`src/assert_macros.svh`:
```
// Assertion helpers shared by the RTL files.
`ifndef ASSERT_MACROS_SVH
`define ASSERT_MACROS_SVH

`ifndef SYNTHESIS

// Check a property on every rising clock edge outside reset.
`define ASSERT_AT(lbl, clk, rst_n, prop) \
    lbl: assert property (@(posedge clk) disable iff (!(rst_n)) (prop)) \
        else $error("assertion failed");

// Check that a condition never holds outside reset.
`define ASSERT_NEVER(lbl, clk, rst_n, cond) \
    lbl: assert property (@(posedge clk) disable iff (!(rst_n)) !(cond)) \
        else $error("forbidden condition seen");

`else

`define ASSERT_AT(lbl, clk, rst_n, prop)
`define ASSERT_NEVER(lbl, clk, rst_n, cond)

`endif

`endif

```
`src/spa_slp_pkg.sv`:
```
`default_nettype none

package spa_slp_pkg;

    // Character codes seen on the link
    localparam logic [7:0] CHAR_CR    = 8'h0D;
    localparam logic [7:0] CHAR_NL    = 8'h0A;
    localparam logic [7:0] CHAR_COMMA = 8'h2C;
    localparam logic [7:0] CHAR_MINUS = 8'h2D;
    localparam logic [7:0] CHAR_ZERO  = 8'h30;
    localparam logic [7:0] CHAR_NINE  = 8'h39;
    localparam logic [7:0] CHAR_NUL   = 8'h00;

    // Line identifiers, first character in the upper byte
    localparam logic [15:0] IDENT_R5 = 16'h5235;
    localparam logic [15:0] IDENT_R6 = 16'h5236;
    localparam logic [15:0] IDENT_RG = 16'h5247;

    // Selected field numbers
    localparam logic [4:0] FIELD_R5_HEATER = 5'd12;
    localparam logic [4:0] FIELD_R5_WATER  = 5'd15;
    localparam logic [4:0] FIELD_R6_TARGET = 5'd8;
    localparam logic [4:0] FIELD_RG_LOCK   = 5'd12;
    localparam logic [4:0] FIELD_MAX       = 5'd31;

    // Attribute codes
    localparam logic [1:0] ATTR_HEATER = 2'd0;
    localparam logic [1:0] ATTR_WATER  = 2'd1;
    localparam logic [1:0] ATTR_TARGET = 2'd2;
    localparam logic [1:0] ATTR_LOCK   = 2'd3;

    localparam logic [15:0] TIMEOUT_RESET = 16'd300;

    // Result queue geometry
    localparam int unsigned FifoDepth = 4;
    localparam int unsigned FifoAw    = $clog2(FifoDepth);

    typedef struct packed {
        logic        valid_res;
        logic [1:0]  attribute;
        logic [15:0] value;
        logic        last;
    } t_result;

endpackage

`default_nettype wire

```
`src/spa_slp_fifo.sv`:
```
`default_nettype none

`include "assert_macros.svh"

module spa_slp_fifo (
    input  wire                   i_clk,
    input  wire                   i_rst_n,
    input  wire  [1:0]            i_push_cnt,
    input  wire spa_slp_pkg::t_result i_push0,
    input  wire spa_slp_pkg::t_result i_push1,
    output logic                  o_room2,
    output logic                  o_valid,
    input  wire                   i_ready,
    output spa_slp_pkg::t_result  o_head
);

    localparam int unsigned Aw = spa_slp_pkg::FifoAw;
    localparam logic [Aw:0] DepthC = (Aw + 1)'(spa_slp_pkg::FifoDepth);

    spa_slp_pkg::t_result r_mem [spa_slp_pkg::FifoDepth];
    logic [Aw-1:0] r_wr_ptr, n_wr_ptr;
    logic [Aw-1:0] r_rd_ptr, n_rd_ptr;
    logic [Aw:0]   r_count, n_count;
    logic          pop;

    assign pop     = o_valid && i_ready;
    assign o_valid = (r_count != '0);
    assign o_head  = r_mem[r_rd_ptr];
    assign o_room2 = (r_count <= DepthC - (Aw + 1)'(2));

    // Advance pointers and occupancy
    always_comb begin
        n_wr_ptr = r_wr_ptr + Aw'(i_push_cnt);
        n_rd_ptr = pop ? r_rd_ptr + Aw'(1) : r_rd_ptr;
        n_count  = r_count + (Aw + 1)'(i_push_cnt) - (Aw + 1)'(pop);
    end

    always_ff @(posedge i_clk) begin
        if (!i_rst_n) begin
            r_wr_ptr <= '0;
            r_rd_ptr <= '0;
            r_count  <= '0;
        end else begin
            r_wr_ptr <= n_wr_ptr;
            r_rd_ptr <= n_rd_ptr;
            r_count  <= n_count;
        end
    end

    // Store up to two results per cycle
    always_ff @(posedge i_clk) begin
        if (i_push_cnt != 2'd0) begin
            r_mem[r_wr_ptr] <= i_push0;
        end
        if (i_push_cnt == 2'd2) begin
            r_mem[r_wr_ptr + Aw'(1)] <= i_push1;
        end
    end

    `ASSERT_NEVER(a_no_overflow, i_clk, i_rst_n, (r_count + (Aw + 1)'(i_push_cnt)) > DepthC)
    `ASSERT_NEVER(a_count_range, i_clk, i_rst_n, r_count > DepthC)
    `ASSERT_AT(a_pop_drains, i_clk, i_rst_n, (pop && i_push_cnt == 2'd0) |=> (r_count == $past(r_count) - (Aw + 1)'(1)))

endmodule

`default_nettype wire

```
`src/spa_status_line_parser_core.sv`:
```
// Channel   Dir  Bits of tdata / tuser / tlast            Transfer when
// s_axis    in   tdata[7:0] rx_byte; tuser[0] op           tvalid && tready
// m_axis    out  tdata[15:0] value; tuser[1:0] attribute,  tvalid && tready
//                tuser[2] valid_res; tlast last
// cfg       in   i_cfg_wr_data timeout_ms                  i_cfg_wr_en
//
// One input transfer per cycle is taken unless a carriage return waits in the
// input register until the four-entry result queue has room for two; once the
// parser takes it, up to two held results land in the queue at once, the next
// edge. Results leave at one per cycle while m_axis is ready. Reset is
// synchronous, active low, and clears all control state. A stall on m_axis backs
// up s_axis only while a carriage return waits for the queue to hold two or fewer
// results; other items never wait.
`default_nettype none

`include "assert_macros.svh"

module spa_status_line_parser_core (
    input  wire         i_clk,
    input  wire         i_rst_n,
    input  wire         i_cfg_wr_en,
    input  wire  [15:0] i_cfg_wr_data,   // timeout_ms
    input  wire         s_axis_tvalid,
    output logic        s_axis_tready,
    input  wire  [7:0]  s_axis_tdata,    // [7:0] rx_byte
    input  wire         s_axis_tuser,    // [0] op
    output logic        m_axis_tvalid,
    input  wire         m_axis_tready,
    output logic [15:0] m_axis_tdata,    // [15:0] value
    output logic [2:0]  m_axis_tuser,    // [1:0] attribute, [2] valid_res
    output logic        m_axis_tlast
);

    typedef enum logic [2:0] {
        PH_AWAIT_NL,
        PH_AWAIT_COMMA,
        PH_IDENT,
        PH_FIELDS,
        PH_SKIP
    } t_phase;

    typedef struct packed {
        logic [15:0] mag;
        logic        started;
        logic        neg;
        logic        digits;
        logic        bad;
        logic        ended;
    } t_accum;

    localparam t_accum AccumClear = '0;

    // Input register
    logic        r_in_valid;
    logic        r_in_op;
    logic [7:0]  r_in_byte;

    // Parser state
    logic [15:0] r_timeout;
    logic [15:0] r_idle, n_idle;
    t_phase      r_phase, n_phase;
    logic [15:0] r_ident, n_ident;
    logic [1:0]  r_idlen, n_idlen;
    logic [4:0]  r_fieldno, n_fieldno;
    t_accum      r_acc, n_acc;
    logic [1:0]  r_pend_cnt, n_pend_cnt;
    spa_slp_pkg::t_result r_pend [2];

    // Line state after a possible timeout drop
    t_phase      p_phase;
    logic [15:0] p_ident;
    logic [1:0]  p_idlen;
    logic [4:0]  p_fieldno;
    t_accum      p_acc;
    logic [1:0]  p_pend_cnt;

    logic        consume;
    logic        room2;
    logic        timed_out;
    logic        is_cr;
    logic        is_digit;
    logic [3:0]  digit;
    logic [19:0] mag_next;
    logic        sel_ok;
    logic [1:0]  sel_attr;
    logic        num_ok;
    logic [15:0] num_val;
    logic        pend_we;
    spa_slp_pkg::t_result pend_wdata;
    logic [1:0]  push_cnt;
    spa_slp_pkg::t_result push0, push1, head;

    assign is_cr   = (r_in_byte == spa_slp_pkg::CHAR_CR);
    assign consume = r_in_valid && (r_in_op || !is_cr || room2);
    assign s_axis_tready = !r_in_valid || consume;

    // Hold the accepted item until the parser takes it
    always_ff @(posedge i_clk) begin
        if (!i_rst_n) begin
            r_in_valid <= 1'b0;
        end else if (s_axis_tready) begin
            r_in_valid <= s_axis_tvalid;
        end
        if (s_axis_tready && s_axis_tvalid) begin
            r_in_op   <= s_axis_tuser;
            r_in_byte <= s_axis_tdata;
        end
    end

    // Configuration register
    always_ff @(posedge i_clk) begin
        if (!i_rst_n) begin
            r_timeout <= spa_slp_pkg::TIMEOUT_RESET;
        end else if (i_cfg_wr_en) begin
            r_timeout <= i_cfg_wr_data;
        end
    end

    // Drop the partial line when the gap since the last byte is too long
    always_comb begin
        timed_out = (r_idle > r_timeout);
        if (timed_out) begin
            p_phase    = PH_AWAIT_NL;
            p_ident    = '0;
            p_idlen    = '0;
            p_fieldno  = '0;
            p_acc      = AccumClear;
            p_pend_cnt = '0;
        end else begin
            p_phase    = r_phase;
            p_ident    = r_ident;
            p_idlen    = r_idlen;
            p_fieldno  = r_fieldno;
            p_acc      = r_acc;
            p_pend_cnt = r_pend_cnt;
        end
    end

    // Digit accumulate with saturation at 16 bits
    always_comb begin
        is_digit = r_in_byte inside {[spa_slp_pkg::CHAR_ZERO:spa_slp_pkg::CHAR_NINE]};
        digit    = 4'(r_in_byte - spa_slp_pkg::CHAR_ZERO);
        mag_next = {1'b0, p_acc.mag, 3'b000} + {3'b000, p_acc.mag, 1'b0} + {16'd0, digit};
    end

    // Select attribute from identifier and field number
    always_comb begin
        sel_ok   = 1'b0;
        sel_attr = spa_slp_pkg::ATTR_HEATER;
        if (p_idlen == 2'd2) begin
            case (p_ident)
                spa_slp_pkg::IDENT_R5: begin
                    if (p_fieldno == spa_slp_pkg::FIELD_R5_HEATER) begin
                        sel_ok   = 1'b1;
                        sel_attr = spa_slp_pkg::ATTR_HEATER;
                    end else if (p_fieldno == spa_slp_pkg::FIELD_R5_WATER) begin
                        sel_ok   = 1'b1;
                        sel_attr = spa_slp_pkg::ATTR_WATER;
                    end
                end
                spa_slp_pkg::IDENT_R6: begin
                    if (p_fieldno == spa_slp_pkg::FIELD_R6_TARGET) begin
                        sel_ok   = 1'b1;
                        sel_attr = spa_slp_pkg::ATTR_TARGET;
                    end
                end
                spa_slp_pkg::IDENT_RG: begin
                    if (p_fieldno == spa_slp_pkg::FIELD_RG_LOCK) begin
                        sel_ok   = 1'b1;
                        sel_attr = spa_slp_pkg::ATTR_LOCK;
                    end
                end
                default: begin
                    sel_ok = 1'b0;
                end
            endcase
        end
    end

    // Convert the finished field to a saturated signed value, or to 0/1 for the heater
    always_comb begin
        num_ok  = p_acc.digits && !p_acc.bad;
        num_val = '0;
        if (num_ok) begin
            if (p_acc.neg) begin
                num_val = (p_acc.mag > 16'd32768) ? 16'h8000 : 16'(17'h10000 - {1'b0, p_acc.mag});
            end else begin
                num_val = (p_acc.mag > 16'd32767) ? 16'h7FFF : p_acc.mag;
            end
            if (sel_attr == spa_slp_pkg::ATTR_HEATER) begin
                num_val = {15'd0, (num_val != 16'd0)};
            end
        end
        pend_wdata.valid_res = num_ok;
        pend_wdata.attribute = sel_attr;
        pend_wdata.value     = num_val;
        pend_wdata.last      = 1'b0;
    end

    // Next-state logic for one item
    always_comb begin
        n_idle     = r_idle;
        n_phase    = r_phase;
        n_ident    = r_ident;
        n_idlen    = r_idlen;
        n_fieldno  = r_fieldno;
        n_acc      = r_acc;
        n_pend_cnt = r_pend_cnt;
        pend_we    = 1'b0;
        push_cnt   = 2'd0;
        if (consume) begin
            if (r_in_op) begin
                if (r_idle != 16'hFFFF) begin
                    n_idle = r_idle + 16'd1;
                end
            end else begin
                n_idle     = '0;
                n_phase    = p_phase;
                n_ident    = p_ident;
                n_idlen    = p_idlen;
                n_fieldno  = p_fieldno;
                n_acc      = p_acc;
                n_pend_cnt = p_pend_cnt;
                if (is_cr) begin
                    // Release held results and start over
                    push_cnt   = p_pend_cnt;
                    n_phase    = PH_AWAIT_NL;
                    n_ident    = '0;
                    n_idlen    = '0;
                    n_fieldno  = '0;
                    n_acc      = AccumClear;
                    n_pend_cnt = '0;
                end else begin
                    case (p_phase)
                        PH_AWAIT_NL: begin
                            n_phase = (r_in_byte == spa_slp_pkg::CHAR_NL) ? PH_AWAIT_COMMA : PH_SKIP;
                        end
                        PH_AWAIT_COMMA: begin
                            n_phase = (r_in_byte == spa_slp_pkg::CHAR_COMMA) ? PH_IDENT : PH_SKIP;
                        end
                        PH_IDENT: begin
                            if (r_in_byte == spa_slp_pkg::CHAR_COMMA) begin
                                n_phase   = PH_FIELDS;
                                n_fieldno = 5'd1;
                                n_acc     = AccumClear;
                            end else if (p_idlen < 2'd2) begin
                                n_ident = {p_ident[7:0], r_in_byte};
                                n_idlen = p_idlen + 2'd1;
                            end else begin
                                n_idlen = 2'd3;
                            end
                        end
                        PH_FIELDS: begin
                            if (r_in_byte == spa_slp_pkg::CHAR_COMMA) begin
                                if (sel_ok && p_pend_cnt < 2'd2) begin
                                    pend_we    = 1'b1;
                                    n_pend_cnt = p_pend_cnt + 2'd1;
                                end
                                if (p_fieldno < spa_slp_pkg::FIELD_MAX) begin
                                    n_fieldno = p_fieldno + 5'd1;
                                end
                                n_acc = AccumClear;
                            end else if (!p_acc.ended) begin
                                if (r_in_byte == spa_slp_pkg::CHAR_NUL) begin
                                    n_acc.ended = 1'b1;
                                end else begin
                                    if (r_in_byte == spa_slp_pkg::CHAR_MINUS && !p_acc.started) begin
                                        n_acc.neg = 1'b1;
                                    end else if (is_digit) begin
                                        n_acc.digits = 1'b1;
                                        n_acc.mag    = (mag_next > 20'h0FFFF) ? 16'hFFFF
                                                                               : mag_next[15:0];
                                    end else begin
                                        n_acc.bad = 1'b1;
                                    end
                                    n_acc.started = 1'b1;
                                end
                            end
                        end
                        default: begin
                            n_phase = p_phase;
                        end
                    endcase
                end
            end
        end
    end

    // Hold parser state
    always_ff @(posedge i_clk) begin
        if (!i_rst_n) begin
            r_idle     <= 16'hFFFF;
            r_phase    <= PH_AWAIT_NL;
            r_ident    <= '0;
            r_idlen    <= '0;
            r_fieldno  <= '0;
            r_acc      <= AccumClear;
            r_pend_cnt <= '0;
        end else begin
            r_idle     <= n_idle;
            r_phase    <= n_phase;
            r_ident    <= n_ident;
            r_idlen    <= n_idlen;
            r_fieldno  <= n_fieldno;
            r_acc      <= n_acc;
            r_pend_cnt <= n_pend_cnt;
        end
    end

    // Held field results, written in field order
    always_ff @(posedge i_clk) begin
        if (pend_we) begin
            r_pend[p_pend_cnt[0]] <= pend_wdata;
        end
    end

    // Mark the final result of the line
    always_comb begin
        push0      = r_pend[0];
        push0.last = (push_cnt == 2'd1);
        push1      = r_pend[1];
        push1.last = 1'b1;
    end

    spa_slp_fifo u_fifo (
        .i_clk      (i_clk),
        .i_rst_n    (i_rst_n),
        .i_push_cnt (push_cnt),
        .i_push0    (push0),
        .i_push1    (push1),
        .o_room2    (room2),
        .o_valid    (m_axis_tvalid),
        .i_ready    (m_axis_tready),
        .o_head     (head)
    );

    assign m_axis_tdata = head.value;
    assign m_axis_tuser = {head.valid_res, head.attribute};
    assign m_axis_tlast = head.last;

    `ASSERT_NEVER(a_pend_range, i_clk, i_rst_n, r_pend_cnt > 2'd2)
    `ASSERT_AT(a_tick_no_push, i_clk, i_rst_n, (r_in_valid && r_in_op) |-> (push_cnt == 2'd0))
    `ASSERT_AT(a_cr_has_room, i_clk, i_rst_n, (push_cnt != 2'd0) |-> room2)
    `ASSERT_NEVER(a_field_nonzero, i_clk, i_rst_n, (r_phase == PH_FIELDS) && (r_fieldno == 5'd0))

endmodule

`default_nettype wire

```
`config.mk`:
```
export PLATFORM = sky130hd
export DESIGN_NAME = spa_status_line_parser_core
export DESIGN_NICKNAME = d
export VERILOG_FILES = /design/src/spa_slp_pkg.sv /design/src/spa_slp_fifo.sv /design/src/spa_status_line_parser_core.sv
export VERILOG_INCLUDE_DIRS = /design/src /design/src/src
export SDC_FILE = /design/constraint.sdc
export NUM_CORES = 1
export LEC_CHECK = 0
export ABC_AREA = 1
export BUFFER_PORTS_ARGS = -buffer_cell sky130_fd_sc_hd__buf_2
export CAP_MARGIN = 5
export CORE_ASPECT_RATIO = 1.2
export CORE_MARGIN = 2
export CORE_UTILIZATION = 35
export DETAILED_ROUTE_END_ITERATION = 8
export SLEW_MARGIN = 15
export SYNTH_ARGS = -nofsm -noshare
export SYNTH_HDL_FRONTEND = slang
export SYNTH_SLANG_ARGS = --single-unit
```
`constraint.sdc`:
```
create_clock -name i_clk -period 4.3 [get_ports i_clk]
set_input_delay 0.43 -clock i_clk [delete_from_list [all_inputs] [get_ports i_clk]]
set_output_delay 0.43 -clock i_clk [all_outputs]
set_load 0.02 [all_outputs]
```
==> results of run 1 <==
[state kept, by name (all words and copies together), names as in the netlist, named ones only]
| signal | count |
|---|---|
| r_timeout | 16 |
| r_fieldno | 5 |
| u_fifo.r_mem | 80 |
| r_ident | 16 |
| r_idle | 16 |
| r_acc | 21 |
| r_phase | 3 |
| u_fifo.r_count | 3 |
| r_idlen | 2 |
| r_in_byte | 8 |
| r_pend_cnt | 2 |
| r_in_op | 1 |
| u_fifo.r_wr_ptr | 2 |
| r_pend | 38 |
| r_in_valid | 1 |
| u_fifo.r_rd_ptr | 2 |
[metrics by stage]
| stage | total power, uW | hold slack [ns] | worst slack [ns] |
|---|---|---|---|
| final | 5340 | 0.0933 | 0.232 |
| after global routing | 5570 | 0.0684 | -0.0606 |
| after CTS | 5350 | 0.0715 | 0.0113 |
| after global placement | 3200 | 0.451 | 0.0688 |
| after floorplan | 2950 | 0.435 | 0.165 |
| after detailed placement | 3210 | 0.456 | -0.00966 |
[critical path: stages (launching register included)]
cell and delay, ns:
dfxtp_1 0.31, inv_1 0.05, ha_1 0.31, a21oi_2 0.13, nor2_1 0.06, nor2_1 0.08, nand2_1 0.06, nand2_1 0.07
nand2_2 0.09, nand2_8 0.14, nand2_2 0.07, inv_2 0.09, fa_2 0.47, fa_2 0.38, nand2_2 0.09, a21oi_4 0.06
nand3_1 0.08, nand2_2 0.08, nand2_2 0.06, nand2_2 0.07, a211oi_2 0.28, o21ai_2 0.14, nor2_4 0.25, nand2_4 0.10
o21ai_1 0.15, o21ai_1 0.09, nand2_1 0.07, a21oi_1 0.08
[area by class of cell]
cell class	count	area (um^2)	share of cell area
clock inverters	13	171	0.0118
clock buffers	31	648	0.0445
multi-input cells	1061	6140	0.421
flip-flops and latches	218	5600	0.384
repair buffers	110	728	0.0500
well taps	462	578	0.0397
inverters	189	709	0.0487
[where the power goes]
group | total [uW] | internal, uW | switching (uW)
combinational | 920 | 315 | 605
clock | 2150 | 1310 | 837
sequential | 2280 | 2240 | 41.1
[worst min path at each step]
stage	from	endpoint	cells past startpoint
final	s_axis_tdata[6]	r_in_byte[6]	1
after detailed placement	r_timeout[15]	r_timeout[15]	2
after CTS	s_axis_tdata[6]	r_in_byte[6]	1
after floorplan	r_timeout[15]	r_timeout[15]	2
after global routing	s_axis_tdata[6]	r_in_byte[6]	1
after global placement	r_timeout[15]	r_timeout[15]	2
[cells by family after synthesis]
group / after synthesis
AND/OR/NAND/NOR: 572
AO/OA/AOI/OAI: 408
buffers and inverters: 252
flip-flops: 218
adder cells (fa/ha/maj): 60
XOR/XNOR: 20
[layout by cell type (no fill, tap or decap), types with 4 or more instances in the layout]
cell | netlist | layout
ha_1 | 57 | 42
o21ai_2 | 6 | 7
o21ai_0 | 119 | 112
nor2_4 | 6 | 7
nand2_4 | 5 | 7
nand4_1 | 20 | 20
a21oi_2 | 2 | 12
inv_1 | 178 | 166
nor2_1 | 125 | 123
clkbuf_1 | 36 | 6
nand2_1 | 291 | 281
bufinv_16 | 0 | 4
xnor2_1 | 5 | 5
clkinv_2 | 0 | 4
nand3_2 | 5 | 7
buf_4 | 0 | 57
dfxtp_1 | 95 | 89
buf_2 | 17 | 51
nor3_1 | 18 | 16
nand3_1 | 57 | 55
nor3_2 | 7 | 9
nor2_2 | 19 | 20
inv_2 | 11 | 23
clkbuf_16 | 0 | 26
a21oi_1 | 124 | 113
dfxtp_2 | 0 | 6
o22ai_1 | 99 | 99
edfxtp_1 | 123 | 123
o211ai_1 | 9 | 9
nand2_2 | 13 | 21
ha_4 | 0 | 12
xor2_1 | 15 | 15
o21ai_1 | 20 | 26
[metal layers]
metal  up-vias  share of wire  GRT usage  wire [um]
li1       5433              -          -          -
met1      5079           0.44      0.218      14500
met2       293           0.49      0.301      16200
met3        59          0.044     0.0185       1460
met4         0          0.027     0.0630        902
met5         -              0          0          0
[what timing repair did]
| action | in CTS | in global routing |
|---|---|---|
| setup buffers | 0 | 6 |
| gates cloned | 0 | 2 |
| hold buffers | 0 | 0 |
| pin swaps | 0 | 22 |
| gates resized for setup | 1 | 76 |
| setup endpoints to repair | 10 | 16 |
==> impl_metrics.tcl, run 1 <==
set metrics [dict create \
    r2r-start "r_timeout[5]" \
    tightestPinTransition_ns 1.11 \
    power_density_nw_per_um2 367 \
    vias_per_cell 5.21 \
    cp-end-kind "register" \
    finClkSkew_ns 0.0121 \
    fill_cells 3546 \
    wl_per_cell_um 15.9 \
    synth_top_cell_area_share 0.296 \
    overflow 0 \
    antenna_found_initial 0 \
    status "finished clean" \
    r2r_cells 27 \
    yosysTopAreaCell "edfxtp_1" \
    start_util 0.356 \
    worstPathMaxFanout 7 \
    fmax_mhz 246 \
    tns_ns 0 \
    grt_usage 0.172 \
    maxSlewViolCount 0 \
    io_buffers 51 \
    tritoncts "done" \
    dpl.hpwl_mm 22.6 \
    dr.pass1.iters 5 \
    hold_class "in -> reg" \
    setup_viol 0 \
    fin_nets 1694 \
    drv_cap 0 \
    htreeDepth 1 \
    synth-simple-area-share 0.205 \
    endpoint "r_acc[12]" \
    synth_compound_area_frac 0.187 \
    r2r_slack_ns 0.23 \
    required_ns 4.65 \
    async_flop_share 0 \
    postLayoutCoreUtil 0.415 \
    startpoint_type "register" \
    cts_buffers 24 \
    grt_pass1_vias 10200 \
    core_region_area_um2 35100 \
    min_period_ns 4.07 \
    wirelength_mm 33.1 \
    ant_nets 0 \
    io_pins 52 \
    synth_nets 1620 \
    synthAdderAreaFrac 0.0619 \
    leakagePower_uw 0.00593 \
    yosys_register_bits 218 \
    place_congestion 0.878 \
    syn2layout_area_growth_pct 16.8 \
    fp.dieW_um 176 \
    root_buffer "clkbuf_16" \
    synth_cell_type_count 53 \
    cts.path.max_buffers 3 \
    finalCritPeriodShare 0.946 \
    dr.first_iter.drc_count 601 \
    cts.clk_slew.worst_paths_ns 0.06 \
    layout-drive-gt1-share 0.178 \
    fp.dieH_um 211 \
    synth_most_common_cell "nand2_1" \
    setup.worst_path.class "reg -> reg" \
    cts.sinks 218 \
    die_area_um2 37200 \
    ys_seq_area_frac 0.448 \
    grt_max_degree 60 \
    final_hold_viol_count 0 \
    synth-edff-count 123 \
    synthesis.area_um2 12500 \
    netlist_top_cells_area "edfxtp_1 (30%), dfxtp_1 (15%), nand2_1 (8.8%)" \
    grt_pass1_wl_mm 51.9 \
    avgSynthCellArea_um2 8.16 \
    synthXorXnorAreaFrac 0.0140 \
    post-route-drc-count 0 \
    clk_latency_ns 0.52 \
    r2r-end "r_acc[12]" \
    arrival_ns 4.42 \
    synth.area.mux_share 0 \
    synthFlopType "edfxtp_1" \
    num_rows 75 \
    dp_cells 2032 \
    synthCells 1530 \
    synth_top_family_by_area "simple AND/OR/NAND/NOR gates" \
    final_cells 2084 \
    vias 10900 \
    startpoint "r_timeout[5]" \
    diodes 0 \
    placed_area_um2 13400 \
    final_area_um2 14600 \
    yosysWarnings 0 \
    worst_slew_margin_rel 0.257 \
    yosys-top-cells-count "nand2_1 (291), inv_1 (178), nor2_1 (125), a21oi_1 (124), edfxtp_1 (123)" \
    peakVddDrop_uv 272 \
]
No activity file was read; power rests on OpenSTA's default activity.
==> run 2: changes to the inputs <==
==> constraint.sdc (replaced) <==
create_clock -name i_clk -period 4.05 [get_ports i_clk]
set_input_delay 0.405 -clock i_clk [delete_from_list [all_inputs] [get_ports i_clk]]
set_output_delay 0.405 -clock i_clk [all_outputs]
set_load 0.02 [all_outputs]
==> run 2 against run 1 <==
The run now ends with negative setup slack left. Clock skew is essentially flat. Critical path depth unchanged. Sequential share of layout area shrank 1.5 points. Clock-buffer cell count is 4 higher. Routed wire length shrank 1.4%. Worst hold slack lost 0.026 ns. Cell count rose by 3.2%. Clock power shrank 9%. Combinational power rose by 6.8%. Total power is 0.56% higher. Final area is 4.0% higher. Sequential power increased by 7%. Critical endpoint is now r_acc[6]. Highest routed layer unchanged.
==> impl_metrics.tcl, run 2 (synthesis gave the netlist of run 1 again) <==
set metrics [dict create \
    setup_viol 10 \
    final_hold_viol_count 0 \
    finClkSkew_ns 0.0117 \
    layout_commonest_cell "nand2_1" \
    worstPathMaxFanout 6 \
    fp.dieH_um 211 \
    drv_cap 0 \
    num_rows 75 \
    arrival_ns 4.47 \
    wirelength_mm 32.7 \
    leakagePower_uw 0.00624 \
    core_region_area_um2 35100 \
    power_density_nw_per_um2 354 \
    regMostFlops "u_fifo.r_mem" \
    fmax_mhz 242 \
    final_cell_mix "nand2_1 (278), inv_1 (161), nor2_1 (123), edfxtp_1 (123), buf_4 (122)" \
    dpl.hpwl_mm 23.1 \
    cts.clk_slew.worst_paths_ns 0.06 \
    largest_reg_flops 80 \
    fp.dieW_um 176 \
    rsz0062_at_grt "yes" \
    root_buffer "clkbuf_16" \
    dr.pass1.iters 7 \
    r2r-end "r_acc[6]" \
    start_util 0.356 \
    post-route-drc-count 0 \
    setup.worst_path.class "reg -> reg" \
    syn2layout_area_growth_pct 21.5 \
    vias_per_cell 5.11 \
    r2r-start "r_timeout[11]" \
    layout-drive-gt1-share 0.226 \
    total_power_uw 5370 \
    ant_nets 0 \
    fin_nets 1762 \
    dr.first_iter.drc_count 851 \
    hold_class "in -> reg" \
    place_congestion 0.838 \
    status "finished with violations" \
    r2r_slack_ns -0.08 \
    io_pins 52 \
    clk_latency_ns 0.51 \
    cp-end-kind "register" \
    vias 11000 \
    fill_cells 3456 \
    htreeDepth 1 \
    holdWs_ns 0.0676 \
    overflow 0 \
    whs_path_depth 1 \
    multi_input_area_um2 6340 \
    cts.sinks 218 \
    cts.path.max_buffers 3 \
    cts_buffers 23 \
    final.setup.worst_slack_ns -0.0812 \
    startpoint_type "register" \
    min_period_ns 4.13 \
    tightestPinTransition_ns 1.14 \
    grt_usage 0.174 \
    worst_slew_margin_rel 0.242 \
    hp-start "s_axis_tdata[1]" \
    wl_per_cell_um 15.2 \
    tritoncts "done" \
    antenna_found_initial 0 \
    peakVddDrop_uv 241 \
    grt_pass1_wl_mm 53.1 \
    finalCritPeriodShare 1.02 \
    register_area_um2 5600 \
    maxSlewViolCount 0 \
    grt_max_degree 60 \
    grt_pass1_vias 10700 \
    holdPathEnd "r_in_byte[1]" \
    io_buffers 51 \
    diodes 0 \
    r2r_cells 27 \
    die_area_um2 37200 \
    required_ns 4.39 \
    violations "negative setup slack" \
]
==> run 2: cell count changes in the layout (fill, tap and decap cells not counted), moves of 4 or more <==
| cell | previous run | this run |
|---|---|---|
| inv_2 | 23 | 27 |
| ha_1 | 42 | 31 |
| o21ai_2 | 7 | 13 |
| buf_4 | 57 | 122 |
| inv_1 | 166 | 161 |
| ha_4 | 12 | 25 |
| buf_6 | 0 | 4 |
| o21ai_0 | 112 | 103 |
| bufinv_16 | 4 | 0 |
==> run 2: area by class of cell <==
type / count / area share
Multi-Input combinational cell: 1061 / 0.418
Sequential cell: 218 / 0.370
Timing Repair Buffer: 179 / 0.0819
Inverter: 189 / 0.0470
Clock buffer: 35 / 0.0429
Tap cell: 462 / 0.0381
Clock inverter: 6 / 0.00215
==> run 2: stage by stage <==
stage               instance area [um^2]  setup TNS [ns]  cells   util  setup WS (ns)
finish                             15200          -0.225   2150  0.432        -0.0812
global route                       15200           -4.18   2150  0.432         -0.323
CTS                                14800               0   2143  0.421        0.00231
floorplan                          12500               0   1530      -        0.00868
global placement                   13900           -2.11   2098  0.396         -0.186
detailed placement                 13900           -2.20   2098  0.396         -0.220
==> run 2: how the worst max path moves through the flow <==
stage | from | endpoint | slack, ns | cells after the start
floorplan | r_idle[11] | r_acc[10] | 0.009 | 26
global placement | r_timeout[3] | r_acc[5] | -0.19 | 25
detailed placement | r_timeout[11] | r_acc[6] | -0.22 | 25
CTS | r_timeout[3] | r_acc[20] | 0.002 | 34
global route | r_timeout[11] | r_acc[20] | -0.32 | 30
finish | r_timeout[11] | r_acc[6] | -0.08 | 27
==> run 2: routing by layer <==
metal | global-route usage | wire length (um) | vias to the layer above
met5 | 0 | 0 | -
met4 | 0.0621 | 972 | 0
met3 | 0.0185 | 1570 | 70
met2 | 0.305 | 16000 | 308
met1 | 0.220 | 14100 | 5048
li1 | - | - | 5560
==> run 2: what timing repair did <==
action,CTS,global route
setup buffers,3,7
gates cloned,1,1
endpoints found under the setup margin,16,16
hold buffers,0,0
resized for setup,37,75
pin swaps,20,47
==> run 2: critical path, cell delays in order, from the launching register on <==
cell and delay, ns:
dfxtp_2 0.33, inv_2 0.05, ha_4 0.26, nand4_1 0.14, nor3_4 0.25, nand2_1 0.09, nand2_2 0.09, nand2_4 0.10
buf_6 0.16, nand2_4 0.06, inv_4 0.05, ha_4 0.24, ha_4 0.17, fa_2 0.39, nand2_2 0.07, a21oi_2 0.06
nand3_1 0.09, nand2_2 0.07, nand2_1 0.08, nand2_2 0.09, a211oi_4 0.28, o21ai_2 0.11, nor2_4 0.19, nand2_2 0.13
o21ai_1 0.17, o21ai_1 0.09, nand2_1 0.07, a21oi_1 0.07
==> run 2: power by group <==
group	switching [uW]	internal (uW)	leakage, uW	total [uW]
Combinational	628	355	0.00390	983
Sequential	58.7	2370	0.00200	2430
Clock	853	1100	0.000335	1960
